**src/rtl/glr_pkg.sv**
```systemverilog
// glr_pkg: state codes, character codes, types and the transition function
// of the grammar line recogniser; no dependencies
`default_nettype none

package glr_pkg;

  localparam int unsigned SymW   = 8;
  localparam int unsigned StateW = 4;

  typedef logic [SymW-1:0]   sym_t;
  typedef logic [StateW-1:0] state_t;

  // automaton states
  localparam state_t StStart     = 4'd0;
  localparam state_t StComment   = 4'd1;
  localparam state_t StVarOpen   = 4'd2;
  localparam state_t StVarName   = 4'd3;
  localparam state_t StColon     = 4'd5;
  localparam state_t StRuleBody  = 4'd6;
  localparam state_t StRef       = 4'd7;
  localparam state_t StQuoted    = 4'd8;
  localparam state_t StPercent   = 4'd9;
  localparam state_t StDirective = 4'd10;
  localparam state_t StDirSpace  = 4'd11;
  localparam state_t StDirArg    = 4'd12;

  // character codes
  localparam sym_t ChSlash   = 8'h2F;
  localparam sym_t ChLess    = 8'h3C;
  localparam sym_t ChGreater = 8'h3E;
  localparam sym_t ChPercent = 8'h25;
  localparam sym_t ChColon   = 8'h3A;
  localparam sym_t ChEquals  = 8'h3D;
  localparam sym_t ChQuote   = 8'h22;
  localparam sym_t ChSpace   = 8'h20;

  typedef struct packed {
    logic   ok;
    state_t nxt;
  } move_t;

  // exact-symbol move first, then the state's wildcard move
  function automatic move_t glr_move(state_t cur, sym_t c);
    move_t m;
    m.ok  = 1'b1;
    m.nxt = StStart;
    case (cur)
      StStart: begin
        if (c == ChSlash)        m.nxt = StComment;
        else if (c == ChLess)    m.nxt = StVarOpen;
        else if (c == ChPercent) m.nxt = StDirective;
        else                     m.ok  = 1'b0;
      end
      StComment:  m.nxt = StComment;
      StVarOpen: begin
        if (c == ChGreater) m.nxt = StVarName;
        else                m.nxt = StVarOpen;
      end
      StVarName: begin
        if (c == ChSpace)      m.nxt = StVarName;
        else if (c == ChColon) m.nxt = StColon;
        else                   m.ok  = 1'b0;
      end
      StColon: begin
        if (c == ChEquals) m.nxt = StRuleBody;
        else               m.ok  = 1'b0;
      end
      StRuleBody: begin
        if (c == ChSpace)        m.nxt = StRuleBody;
        else if (c == ChLess)    m.nxt = StRef;
        else if (c == ChQuote)   m.nxt = StQuoted;
        else if (c == ChPercent) m.nxt = StPercent;
        else                     m.ok  = 1'b0;
      end
      StRef: begin
        if (c == ChGreater) m.nxt = StRuleBody;
        else                m.nxt = StRef;
      end
      StQuoted: begin
        if (c == ChQuote) m.nxt = StRuleBody;
        else              m.nxt = StQuoted;
      end
      StPercent: begin
        if (c == ChSpace) m.nxt = StRuleBody;
        else              m.nxt = StPercent;
      end
      StDirective: begin
        if (c == ChSpace) m.nxt = StDirSpace;
        else              m.nxt = StDirective;
      end
      StDirSpace: begin
        if (c == ChSpace) m.nxt = StDirSpace;
        else              m.nxt = StDirArg;
      end
      StDirArg:   m.nxt = StDirArg;
      default:    m.ok  = 1'b0;
    endcase
    return m;
  endfunction

  function automatic logic glr_accepting(state_t s);
    return s inside {StComment, StRuleBody, StPercent, StDirArg};
  endfunction

endpackage

`default_nettype wire

```
**src/rtl/glr_if.sv**
```systemverilog
// glr_if: valid/ready channel interfaces for character words and result words
// depends on glr_pkg
`default_nettype none

interface glr_in_if;
  logic              valid;
  logic              ready;
  glr_pkg::sym_t     symbol;
  logic              end_of_line;

  modport source (output valid, output symbol, output end_of_line, input ready);
  modport sink   (input valid, input symbol, input end_of_line, output ready);
endinterface

interface glr_out_if;
  logic              valid;
  logic              ready;
  glr_pkg::state_t   state_code;
  logic              line_dead;
  logic              verdict_valid;
  logic              line_accepted;

  modport source (output valid, output state_code, output line_dead,
                  output verdict_valid, output line_accepted, input ready);
  modport sink   (input valid, input state_code, input line_dead,
                  input verdict_valid, input line_accepted, output ready);
endinterface

`default_nettype wire

```
**src/rtl/grammar_line_recognizer_core.sv**
```systemverilog
// grammar_line_recognizer_core: top level of the grammar line recogniser
// depends on glr_pkg and the channel interfaces in glr_if
`default_nettype none

// usage
// - in_chan carries one word per character of a grammar line: symbol is the
//   byte, end_of_line set marks the end of the line (symbol then ignored)
// - out_chan returns exactly one word per input word: the automaton state
//   after the character (0 once the line is dead), the dead flag, and on an
//   end-of-line word verdict_valid with line_accepted
// - the result word is registered: it appears in the cycle after its input word is taken
// - throughput: one word per cycle while the receiver takes each result word;
//   the next state is a single case decode on the state register and the byte
// - the output register is the only buffer: a new word is taken whenever the
//   register is empty or its word is taken in the same cycle
// - when the receiver stalls, the result word holds and in_chan.ready drops
//   until it is taken; no word is lost or repeated
// - reset puts the automaton in the start state, clears the dead flag and
//   empties the output register
// - an end-of-line word restarts the automaton for the next line
module grammar_line_recognizer_core (
  input  wire logic   clk,
  input  wire logic   rst_n,
  glr_in_if.sink      in_chan,
  glr_out_if.source   out_chan
);

  // automaton state, kept at the start code while the line is dead
  glr_pkg::state_t cur_r, cur_nxt;
  logic            dead_r, dead_nxt;

  // result register
  logic            out_valid_r;
  glr_pkg::state_t out_state_r, out_state_nxt;
  logic            out_dead_r, out_dead_nxt;
  logic            out_verdict_r, out_verdict_nxt;
  logic            out_acc_r, out_acc_nxt;

  logic            take;
  glr_pkg::move_t  mv;

  assign in_chan.ready = !out_valid_r || out_chan.ready;
  assign take          = in_chan.valid && in_chan.ready;

  assign mv = glr_pkg::glr_move(cur_r, in_chan.symbol);

  always_comb begin
    cur_nxt         = cur_r;
    dead_nxt        = dead_r;
    out_state_nxt   = cur_r;
    out_dead_nxt    = dead_r;
    out_verdict_nxt = 1'b0;
    out_acc_nxt     = 1'b0;
    if (in_chan.end_of_line) begin
      // verdict, then restart for the next line
      out_state_nxt   = cur_r;
      out_dead_nxt    = dead_r;
      out_verdict_nxt = 1'b1;
      out_acc_nxt     = !dead_r && glr_pkg::glr_accepting(cur_r);
      cur_nxt         = glr_pkg::StStart;
      dead_nxt        = 1'b0;
    end else begin
      if (!dead_r) begin
        if (mv.ok) begin
          cur_nxt = mv.nxt;
        end else begin
          // no transition: line is dead from here on
          cur_nxt  = glr_pkg::StStart;
          dead_nxt = 1'b1;
        end
      end
      out_state_nxt = cur_nxt;
      out_dead_nxt  = dead_nxt;
    end
  end

  always_ff @(posedge clk) begin
    if (!rst_n) begin
      cur_r       <= glr_pkg::StStart;
      dead_r      <= 1'b0;
      out_valid_r <= 1'b0;
    end else begin
      if (take) begin
        cur_r       <= cur_nxt;
        dead_r      <= dead_nxt;
        out_valid_r <= 1'b1;
      end else if (out_chan.ready) begin
        out_valid_r <= 1'b0;
      end
    end
  end

  // payload needs no reset
  always_ff @(posedge clk) begin
    if (take) begin
      out_state_r   <= out_state_nxt;
      out_dead_r    <= out_dead_nxt;
      out_verdict_r <= out_verdict_nxt;
      out_acc_r     <= out_acc_nxt;
    end
  end

  assign out_chan.valid         = out_valid_r;
  assign out_chan.state_code    = out_state_r;
  assign out_chan.line_dead     = out_dead_r;
  assign out_chan.verdict_valid = out_verdict_r;
  assign out_chan.line_accepted = out_acc_r;

endmodule

`default_nettype wire
```
**src/flat_wrapper.sv**
```systemverilog
// flat-port wrapper written by rule: the top's interface ports become plain ports
module grammar_line_recognizer_core_flat 
  (clk, rst_n, in_chan_valid, in_chan_symbol, in_chan_end_of_line, in_chan_ready, out_chan_valid, out_chan_state_code, out_chan_line_dead, out_chan_verdict_valid, out_chan_line_accepted, out_chan_ready);
  glr_in_if in_chan_i ();
  glr_out_if out_chan_i ();
  input  wire logic clk;
  input  wire logic rst_n;
  input wire logic [$bits(in_chan_i.valid)-1:0] in_chan_valid;
  input wire logic [$bits(in_chan_i.symbol)-1:0] in_chan_symbol;
  input wire logic [$bits(in_chan_i.end_of_line)-1:0] in_chan_end_of_line;
  output wire logic [$bits(in_chan_i.ready)-1:0] in_chan_ready;
  output wire logic [$bits(out_chan_i.valid)-1:0] out_chan_valid;
  output wire logic [$bits(out_chan_i.state_code)-1:0] out_chan_state_code;
  output wire logic [$bits(out_chan_i.line_dead)-1:0] out_chan_line_dead;
  output wire logic [$bits(out_chan_i.verdict_valid)-1:0] out_chan_verdict_valid;
  output wire logic [$bits(out_chan_i.line_accepted)-1:0] out_chan_line_accepted;
  input wire logic [$bits(out_chan_i.ready)-1:0] out_chan_ready;
  assign in_chan_i.valid = in_chan_valid;
  assign in_chan_i.symbol = in_chan_symbol;
  assign in_chan_i.end_of_line = in_chan_end_of_line;
  assign in_chan_ready = in_chan_i.ready;
  assign out_chan_valid = out_chan_i.valid;
  assign out_chan_state_code = out_chan_i.state_code;
  assign out_chan_line_dead = out_chan_i.line_dead;
  assign out_chan_verdict_valid = out_chan_i.verdict_valid;
  assign out_chan_line_accepted = out_chan_i.line_accepted;
  assign out_chan_i.ready = out_chan_ready;
  grammar_line_recognizer_core u_core (.clk(clk), .rst_n(rst_n), .in_chan(in_chan_i), .out_chan(out_chan_i));
endmodule
```
**config.mk**
```make
export PLATFORM = sky130hd
export DESIGN_NAME = grammar_line_recognizer_core_flat
export DESIGN_NICKNAME = d
export VERILOG_FILES = /design/src/rtl/glr_pkg.sv /design/src/rtl/glr_if.sv /design/src/rtl/grammar_line_recognizer_core.sv /design/src/flat_wrapper.sv
export SDC_FILE = /design/constraint.sdc
export NUM_CORES = 1
export LEC_CHECK = 0
export ABC_AREA = 1
export BUFFER_PORTS_ARGS = -buffer_cell sky130_fd_sc_hd__buf_2
export CAP_MARGIN = 15
export CORE_UTILIZATION = 40
export DETAILED_ROUTE_END_ITERATION = 6
export GPL_ROUTABILITY_DRIVEN = 0
export PLACE_DENSITY = 0.68
export SYNTH_ARGS = -nofsm -noshare
export SYNTH_HDL_FRONTEND = slang
export SYNTH_SLANG_ARGS = --single-unit
```
**constraint.sdc**
```tcl
create_clock -name clk -period 2.5 [get_ports clk]
set_clock_uncertainty 0.2 [all_clocks]
set_input_delay 0.25 -clock clk [delete_from_list [all_inputs] [get_ports clk]]
set_output_delay 0.25 -clock clk [all_outputs]
set_load 0.03 [all_outputs]
```
Word-level counts from Yosys, hierarchy flattened
Cells that the tools add are included.
{"block": "word_totals", "register_bits": 13, "output_inout_bits": 9, "in_bits": 13, "word_cells": 73}
{"block": "classes", "n_reduce_logical": 9, "mux": 38, "eq_ne": 19}
{"cell": "8-bit by 6-bit equality test with 1-bit output, second input constant", "n": 8}
{"cell": "4-bit two-way mux", "n": 14}
{"cell": "4-bit case mux with 12 select lines", "n": 1}
{"cell": "4-bit equality test, second input constant", "n": 5}
{"cell": "1-bit two-way mux", "n": 19}
{"cell": "4-bit by 3-bit equality test with 1-bit output, second input constant", "n": 3}
{"cell": "3-bit two-way mux", "n": 3}
{"cell": "4-bit by 2-bit equality test with 1-bit output, second input constant", "n": 2}
{"cell": "8-bit OR reduction", "n": 1}
{"cell": "1-bit case mux with 5 select lines", "n": 1}
{"cell": "4-bit by 1-bit equality test with 1-bit output, second input constant", "n": 1}
{"cell": "4-bit logical NOT", "n": 1}
{"cell": "4-bit nonzero test", "n": 1}
{"cell": "1-bit logical AND", "n": 2}
{"cell": "1-bit logical NOT", "n": 2}
{"cell": "2-bit nonzero test", "n": 1}
{"cell": "1-bit logical OR", "n": 1}

Depth between registers and ports, before layout
Gate-level depths: netlist of the first run.
{"block": "depth", "depth_word": 9, "depth_mapped": 13, "depth_no_buf": 13}

Worst setup path before layout of the first run
Ideal clock, no wire load.
{"block": "synth_path", "kind": "reg2reg", "startpoint": "register u_core.out_valid_r, in the netlist u_core.out_chan.valid", "endpoint": "register u_core.cur_r[1]", "t_arrival_ps": 1567, "slack_ps": 610, "path_stages_with_launch": 6, "setup_time_ps": 123, "period_less_slack_ps": 1890, "path_buffers": 0, "required_time_ps": 2177, "cell_sequence": "dfxtp_1 > nand2_1 > nand2_1 > clkinv_1 > o21ai_0 > a21oi_2"}
{"block": "synth_between", "elab_chain_cells": 3}
{"element": "start: declaration", "line_no": "grammar_line_recognizer_core.sv:33", "text": "logic out_valid_r;"}
{"element": "start signal: assignment", "line_no": "grammar_line_recognizer_core.sv:81", "text": "out_valid_r <= 1'b0;"}
{"element": "start signal: assignment", "line_no": "grammar_line_recognizer_core.sv:86", "text": "out_valid_r <= 1'b1;"}
{"element": "start signal: assignment", "line_no": "grammar_line_recognizer_core.sv:88", "text": "out_valid_r <= 1'b0;"}
{"element": "1-bit logical NOT", "line_no": "grammar_line_recognizer_core.sv:42", "text": "assign in_chan.ready = !out_valid_r || out_chan.ready;"}
{"element": "1-bit logical OR", "line_no": "grammar_line_recognizer_core.sv:42"}
{"element": "named net in_chan_ready", "line_no": "flat_wrapper.sv:11", "text": "output wire logic [$bits(in_chan_i.ready)-1:0] in_chan_ready;"}
{"element": "1-bit logical AND", "line_no": "grammar_line_recognizer_core.sv:43", "text": "assign take = in_chan.valid && in_chan.ready;"}
{"element": "named net u_core.take", "line_no": "grammar_line_recognizer_core.sv:39", "text": "logic take;"}
{"element": "end signal: assignment", "line_no": "grammar_line_recognizer_core.sv:79", "text": "cur_r <= glr_pkg::StStart;"}
{"element": "end signal: assignment", "line_no": "grammar_line_recognizer_core.sv:84", "text": "cur_r <= cur_nxt;"}
{"element": "end: declaration", "line_no": "grammar_line_recognizer_core.sv:29", "text": "glr_pkg::state_t cur_r, cur_nxt;"}
The timed path passes the listed nets, and every way through them passes these cells.
A chain may end at the register's enable or synchronous reset.

Worst setup path after layout of the first run
{"block": "layout_path", "startpoint": "register u_core.cur_r[2]", "endpoint": "register u_core.out_state_r[2], in the netlist u_core.out_chan.state_code[2] (data pin)"}
{"block": "layout_between", "elab_chain_cells": 6, "elab_cells_between_ends": 18, "classes_between": "eq/ne (11); mux (5); reduce/logical (2)"}
{"element": "4-bit by 2-bit equality test with 1-bit output, or another cell as far along", "line_no": "glr_pkg.sv:47", "text": "case (cur)"}
{"element": "8-bit OR reduction (no line)"}
{"element": "1-bit case mux with 5 select lines", "line_no": "glr_pkg.sv:47"}
{"element": "4-bit two-way mux", "line_no": "grammar_line_recognizer_core.sv:64", "text": "if (mv.ok) begin"}
{"element": "4-bit two-way mux", "line_no": "grammar_line_recognizer_core.sv:63", "text": "if (!dead_r) begin"}
{"element": "4-bit two-way mux *", "line_no": "grammar_line_recognizer_core.sv:54", "text": "if (in_chan.end_of_line) begin"}
{"element": "named net u_core.out_state_nxt[2]", "line_no": "grammar_line_recognizer_core.sv:34", "text": "glr_pkg::state_t out_state_r, out_state_nxt;"}
{"element": "end signal: assignment", "line_no": "grammar_line_recognizer_core.sv:96", "text": "out_state_r <= out_state_nxt;"}
{"element": "end: declaration", "line_no": "grammar_line_recognizer_core.sv:34"}
Mark *: on every way through the listed nets, which the timed path passes. The rest lies on a longest branch.

==> results of run 1 <==
## critical path: stages (launching register included)
cell,delay [ns]
dfxtp_1,0.47
inv_2,0.11
nand2_2,0.13
nor2_2,0.06
nand3_1,0.13
nand2_1,0.06
a21oi_1,0.13
nand2_1,0.08
nand2_1,0.06
nand2_1,0.05
nand2_1,0.07
o21ai_1,0.06
## worst min path at each step
stage | slack (ns) | from | endpoint
2_1_floorplan | 0.15 | in_chan_end_of_line | u_core.out_chan.verdict_valid
3_3_place_gp | 0.28 | in_chan_end_of_line | u_core.out_chan.verdict_valid
3_5_place_dp | 0.27 | in_chan_end_of_line | u_core.out_chan.verdict_valid
4_1_cts | 0.06 | rst_n | u_core.dead_r
5_1_grt | 0.07 | rst_n | u_core.dead_r
6_report | 0.06 | rst_n | u_core.dead_r
## cell families (layout without fill, tap and decap cells)
kind of cell / Yosys count / in the layout / share of synthesized area, %
simple gates: 108 / 108 / 45.4
compound gates: 27 / 27 / 14.3
buf+inv: 24 / 48 / 9.27
flops: 13 / 13 / 31.0
## synth_stat cells (all sizes together)
cell / n / area share (%)
a21boi: 2 / 1.4
a21oi: 8 / 4.5
a311oi: 1 / 0.82
a31oi: 1 / 0.59
and2: 1 / 0.59
buf: 2 / 1.5
clkinv: 2 / 0.70
dfxtp: 6 / 11
edfxtp: 7 / 20
inv: 20 / 7.0
nand2: 65 / 24
nand3: 14 / 6.6
nand3b: 2 / 1.4
nand4: 2 / 1.2
nor2: 23 / 11
nor3: 1 / 0.47
o21ai: 15 / 7.0
## sequential cells by signal (all words and copies together), names as in the netlist
name	cells
u_core.cur_r	4
u_core.out_chan.line_dead	1
u_core.dead_r	1
u_core.out_chan.verdict_valid	1
u_core.out_chan.line_accepted	1
u_core.out_chan.state_code	4
u_core.out_chan.valid	1
## stage by stage
step	total power [mW]	hold WS (ns)	std cells	setup slack [ns]	utilization [%]
after floorplan	0.365	0.149	172	0.610	-
after global placement	0.402	0.278	221	0.617	47.7
after detailed placement	0.404	0.273	221	0.592	47.7
after CTS	0.530	0.0644	226	0.681	49.1
after global routing	0.563	0.0728	226	0.492	49.1
final	0.528	0.0598	226	0.631	49.1
## power by group
group          switching, mW  total (mW)  internal, mW
clock network         0.0661       0.128        0.0618
registers             0.0137       0.257         0.243
logic                 0.0983       0.143        0.0450
total                  0.178       0.528         0.350
## layout make-up
| class | count | area, µm² |
|---|---|---|
| multi-input combinational | 135 | 637 |
| timing repair buffer | 22 | 115 |
| tap | 30 | 37.5 |
| sequential | 13 | 330 |
| fill | 249 | 1270 |
| clock buffer | 4 | 26.3 |
| inverter | 22 | 82.6 |
## what timing repair did
| item | CTS | global route |
|---|---|---|
| hold buffers | 1 | 0 |
| resized for setup | 0 | 0 |
| hold endpoints to repair | 1 | 0 |
## layer usage
layer  routed length (µm)  share of wire [%]  vias to the layer above  GRT usage [%]
met2                 1170                 47                       45           34.4
met3                  120                4.8                        4           1.13
met5                    0                  0                        -              0
met1                 1160                 47                      504           22.8
li1                     -                  -                      608              -
met4                   37                1.5                        0           10.1
==> results.sh, run 1 <==
export IMPL_ys_seq_elements=13
export IMPL_grt_max_degree=16
export IMPL_core_um2=2500
export IMPL_initial_utilization_pct=42.6
export IMPL_drive_gt1_share_pct=22.4
export IMPL_die_w_um=53.6
export IMPL_grt_pass1_wl_mm=4.04
export IMPL_fmax_mhz=535
export IMPL_n_antenna_cell=0
export IMPL_slew_headroom_pct=71.3
export IMPL_syn_nets=185
export IMPL_cts_setup_buffers=0
export IMPL_core_rowCount=18
export IMPL_clockBufferDepth=2
export IMPL_syn_inst=172
export IMPL_die_area_um2=2880
export IMPL_finalSetupViolations=0
export IMPL_leakagePower_nw=0.617
export IMPL_die_h_um=53.6
export IMPL_viasPerCell=5.14
export IMPL_syn_area_per_cell_um2=6.20
export IMPL_crit_arrival_ns=1.70
export IMPL_cts_tree="yes"
export IMPL_routed_wl_mm=2.48
export IMPL_yosysWarnings=0
export IMPL_hold_viol_final=0
export IMPL_final_common_cell="nand2_1"
export IMPL_seq_area_frac_synth_pct=31.0
export IMPL_period_share_pct=74.8
export IMPL_wl_per_cell_um=11.0
export IMPL_synth_distinct_cells=24
export IMPL_grt_pass1_vias=1002
export IMPL_syn_area_um2=1070
export IMPL_start_kind="flip-flop"
export IMPL_ios=22
export IMPL_reg2reg_from="u_core.cur_r[2]"
export IMPL_tightest_slew_ns=0.428
export IMPL_hold_path_depth=3
export IMPL_reg2reg_depth=11
export IMPL_syn2layout_area_growth_pct=15.3
export IMPL_cts_root_buf="clkbuf_4"
export IMPL_dpl_hpwl_mm=1.99
export IMPL_worstPathRequired_ns=2.33
export IMPL_grt_overflow=0
export IMPL_stdcell_area_um2=1230
export IMPL_hp_class="input pin to flip-flop"
export IMPL_drtAntennaViolNets=0
export IMPL_p_per_area_nw_per_um2=430
export IMPL_crit_fanout=7
export IMPL_regToRegEndpoint="u_core.out_chan.state_code[2]"
export IMPL_fin_crit_ns=1.87
export IMPL_critPathKind="flip-flop to flip-flop"
export IMPL_outcome="completed"
export IMPL_first_pass_iters=4
export IMPL_setup_worst_path_start="u_core.cur_r[2]"
export IMPL_rsz0062_at_grt="false"
export IMPL_worstSkewPairLatency_ns=0.27
export IMPL_ff2ff_setup_slack_ns=0.63
export IMPL_cts_num_sinks=13
export IMPL_drc=0
export IMPL_portBuffers=21
export IMPL_clk_transition_reported_paths_ns=0.08
export IMPL_placed_cell_area_um2=1190
export IMPL_cap_violations=0
export IMPL_final_cell_mix="nand2_1 (59), buf_2 (21), nor2_1 (17), inv_1 (14), nand3_1 (14)"
export IMPL_slew_violations=0
export IMPL_cts_htree_levels=1
export IMPL_ir_drop_v=0.000264
export IMPL_endpoint="u_core.out_chan.state_code[2]"
export IMPL_grt_use_total_pct=19.2
export IMPL_antenna_found_initial=0
export IMPL_cts_inserted_buffers=3
export IMPL_setup_tns_ns=0
export IMPL_nets=210
export IMPL_crit_path_end_kind="flip-flop"
export IMPL_drtIter0Drc=30
export IMPL_vias=1161
(Power assumes the default switching activity.)
==> inputs of run 2 (changes only) <==
--- a/config.mk
+++ b/config.mk
@@ -5,7 +5,7 @@
 export SDC_FILE = /design/constraint.sdc
 export NUM_CORES = 1
 export LEC_CHECK = 0
-export ABC_AREA = 1
+export ABC_AREA = 0
 export BUFFER_PORTS_ARGS = -buffer_cell sky130_fd_sc_hd__buf_2
 export CAP_MARGIN = 15
 export CORE_UTILIZATION = 40
==> constraint.sdc (replaced) <==
create_clock -name clk -period 1.9 [get_ports clk]
set_clock_uncertainty 0.2 [all_clocks]
set_input_delay 0.19 -clock clk [delete_from_list [all_inputs] [get_ports clk]]
set_output_delay 0.19 -clock clk [all_outputs]
set_load 0.03 [all_outputs]
==> results.sh, run 2 <==
export IMPL_outcome="completed"
export IMPL_hold_viol_final=0
export IMPL_grt_max_degree=19
export IMPL_die_h_um=55.3
export IMPL_grt_pass1_vias=1224
export IMPL_period_share_pct=96.6
export IMPL_die_area_um2=3050
export IMPL_path_cells="nor3_2, nand4_1, a21boi_0, nor3_2, buf_4, a211oi_2"
export IMPL_ir_drop_v=0.000440
export IMPL_fin_crit_ns=1.84
export IMPL_cts_root_buf="clkbuf_4"
export IMPL_cts_htree_levels=1
export IMPL_vias=1324
export IMPL_finalSetupViolations=0
export IMPL_multi_input_area_um2=779
export IMPL_synth_edf_count=7
export IMPL_slew_violations=0
export IMPL_first_pass_iters=6
export IMPL_syn_area_um2=1130
export IMPL_synth_most_common_cell="nor2_1"
export IMPL_cap_violations=0
export IMPL_cts_inserted_buffers=3
export IMPL_hp_class="input pin to flip-flop"
export IMPL_yosysWarnings=0
export IMPL_leakagePower_nw=0.601
export IMPL_nets=200
export IMPL_p_per_area_nw_per_um2=420
export IMPL_die_w_um=55.3
export IMPL_crit_fanout=6
export IMPL_worst_slack_ns=0.0637
export IMPL_cts_tree="yes"
export IMPL_ys_seq_elements=13
export IMPL_clk_transition_reported_paths_ns=0.08
export IMPL_final_cells=216
export IMPL_worstSkewPairLatency_ns=0.27
export IMPL_dp_worst_setup_slack_ns=-0.155
export IMPL_syn2layout_area_growth_pct=34.0
export IMPL_worstPathRequired_ns=1.88
export IMPL_fmax_mhz=545
export IMPL_crit_top_cell="nor3_2"
export IMPL_grt_pass1_wl_mm=5.35
export IMPL_final_cell_mix="buf_4 (23), buf_2 (21), nor2_1 (15), a21oi_1 (13), edfxtp_1 (7)"
export IMPL_hold_ws_ns=0.0127
export IMPL_drc=0
export IMPL_drtAntennaViolNets=0
export IMPL_crit_path_end_kind="flip-flop"
export IMPL_ff_latch_area_um2=337
export IMPL_clockBufferDepth=2
export IMPL_synthDominantCellAreaShare_pct=18.5
export IMPL_slowest_stage="dfxtp_4"
export IMPL_synth_distinct_cells=46
export IMPL_syn_area_per_cell_um2=7.67
export IMPL_synthFlopType="edfxtp_1"
export IMPL_dpl_hpwl_mm=2.44
export IMPL_viasPerCell=6.13
export IMPL_grt_use_total_pct=20.8
export IMPL_grt_overflow=0
export IMPL_max_stage_delay_ns=0.37
export IMPL_portBuffers=21
export IMPL_cts_setup_buffers=0
export IMPL_drtIter0Drc=59
export IMPL_cts_num_sinks=13
export IMPL_syn_nets=161
export IMPL_n_antenna_cell=0
export IMPL_final_common_cell="buf_4"
export IMPL_drive_gt1_share_pct=35.5
export IMPL_tightest_slew_ns=0.446
export IMPL_wl_per_cell_um=14.8
export IMPL_initial_utilization_pct=44.2
export IMPL_yosys_top_cells_area="edfxtp_1 (19%), dfxtp_1 (11%), a21oi_1 (5.7%), nor2_1 (5.0%), clkbuf_1 (4.0%)"
export IMPL_seq_area_frac_synth_pct=29.1
export IMPL_start_kind="flip-flop"
export IMPL_routed_wl_mm=3.19
export IMPL_core_um2=2570
export IMPL_fillers=255
export IMPL_core_rowCount=18
export IMPL_netlist_top_cells_count="nor2_1 (15), a21oi_1 (13), clkbuf_1 (12)"
export IMPL_slew_headroom_pct=70.1
export IMPL_placed_cell_area_um2=1430
export IMPL_synth_top_area_cell="edfxtp_1"
export IMPL_stdcell_area_um2=1520
export IMPL_crit_arrival_ns=1.82
export IMPL_synthArstFlopShare_pct=0
export IMPL_syn_inst=148
export IMPL_dp_cells=210
export IMPL_ios=22
export IMPL_antenna_found_initial=0
export IMPL_critPathKind="flip-flop to flip-flop"
-- run 2: routing by layer --
metal	track usage (%)	routed length, µm	up-vias	part of all wire (%)
met5	0	0	-	0
met4	9.29	48	0	1.5
met3	1.17	106	7	3.3
met2	37.0	1630	38	51
met1	25.6	1400	633	44
li1	-	-	646	-
-- run 2: critical path: cells and delay by family, from the launching register on --
kind                   cells  cell delay [ns]
buffers and inverters      1             0.15
flip-flops                 1             0.37
AND/OR/NAND/NOR            3             0.49
AO/OA/AOI/OAI              2             0.53
-- run 2: kinds of logic after synthesis --
group / synth area share, %
AO/OA/AOI/OAI: 24.9
multiplexers: 0.992
flip-flops: 29.1
AND/OR/NAND/NOR: 39.3
buffers and inverters: 5.73
-- run 2: what timing repair did --
action / in CTS / in global routing
resized for setup: 2 / 12
endpoints found under the hold margin: 2 / 0
endpoints found under the setup margin: 1 / 6
pin swaps: 0 / 2
hold buffers: 2 / 0
cloned: 0 / 0
-- run 2: metrics by stage --
stage / setup TNS (ns) / total power [mW] / utilization [%]
detailed placement: -0.816 / 0.472 / 55.6
finish: 0 / 0.638 / 59.2
global placement: -0.529 / 0.466 / 55.6
floorplan: 0 / 0.411 / -
CTS: 0 / 0.639 / 57.6
global route: -0.0235 / 0.670 / 59.2
-- run 2: final timing paths --
path	startpoint	endpoint	slack (ns)	cells after the start
worst max-delay path	u_core.cur_r[1]	u_core.cur_r[2]	0.06	6
worst max register to register	u_core.cur_r[1]	u_core.cur_r[2]	0.06	6
worst min-delay path	rst_n	u_core.dead_r	0.01	3
worst min register to register	u_core.dead_r	u_core.dead_r	0.30	2
-- run 2: area by class of cell --
| class | count | area share, % |
|---|---|---|
| multi-input combinational | 118 | 51.3 |
| sequential | 13 | 22.1 |
| timing repair buffer | 48 | 21.6 |
| tap | 30 | 2.47 |
| clock buffer | 4 | 1.73 |
| inverter | 3 | 0.741 |
-- run 2: where the power goes --
part / switching (mW) / internal, mW / total [mW]
Clock: 0.0857 / 0.0814 / 0.167
Combinational: 0.0960 / 0.0610 / 0.157
Sequential: 0.00470 / 0.310 / 0.314
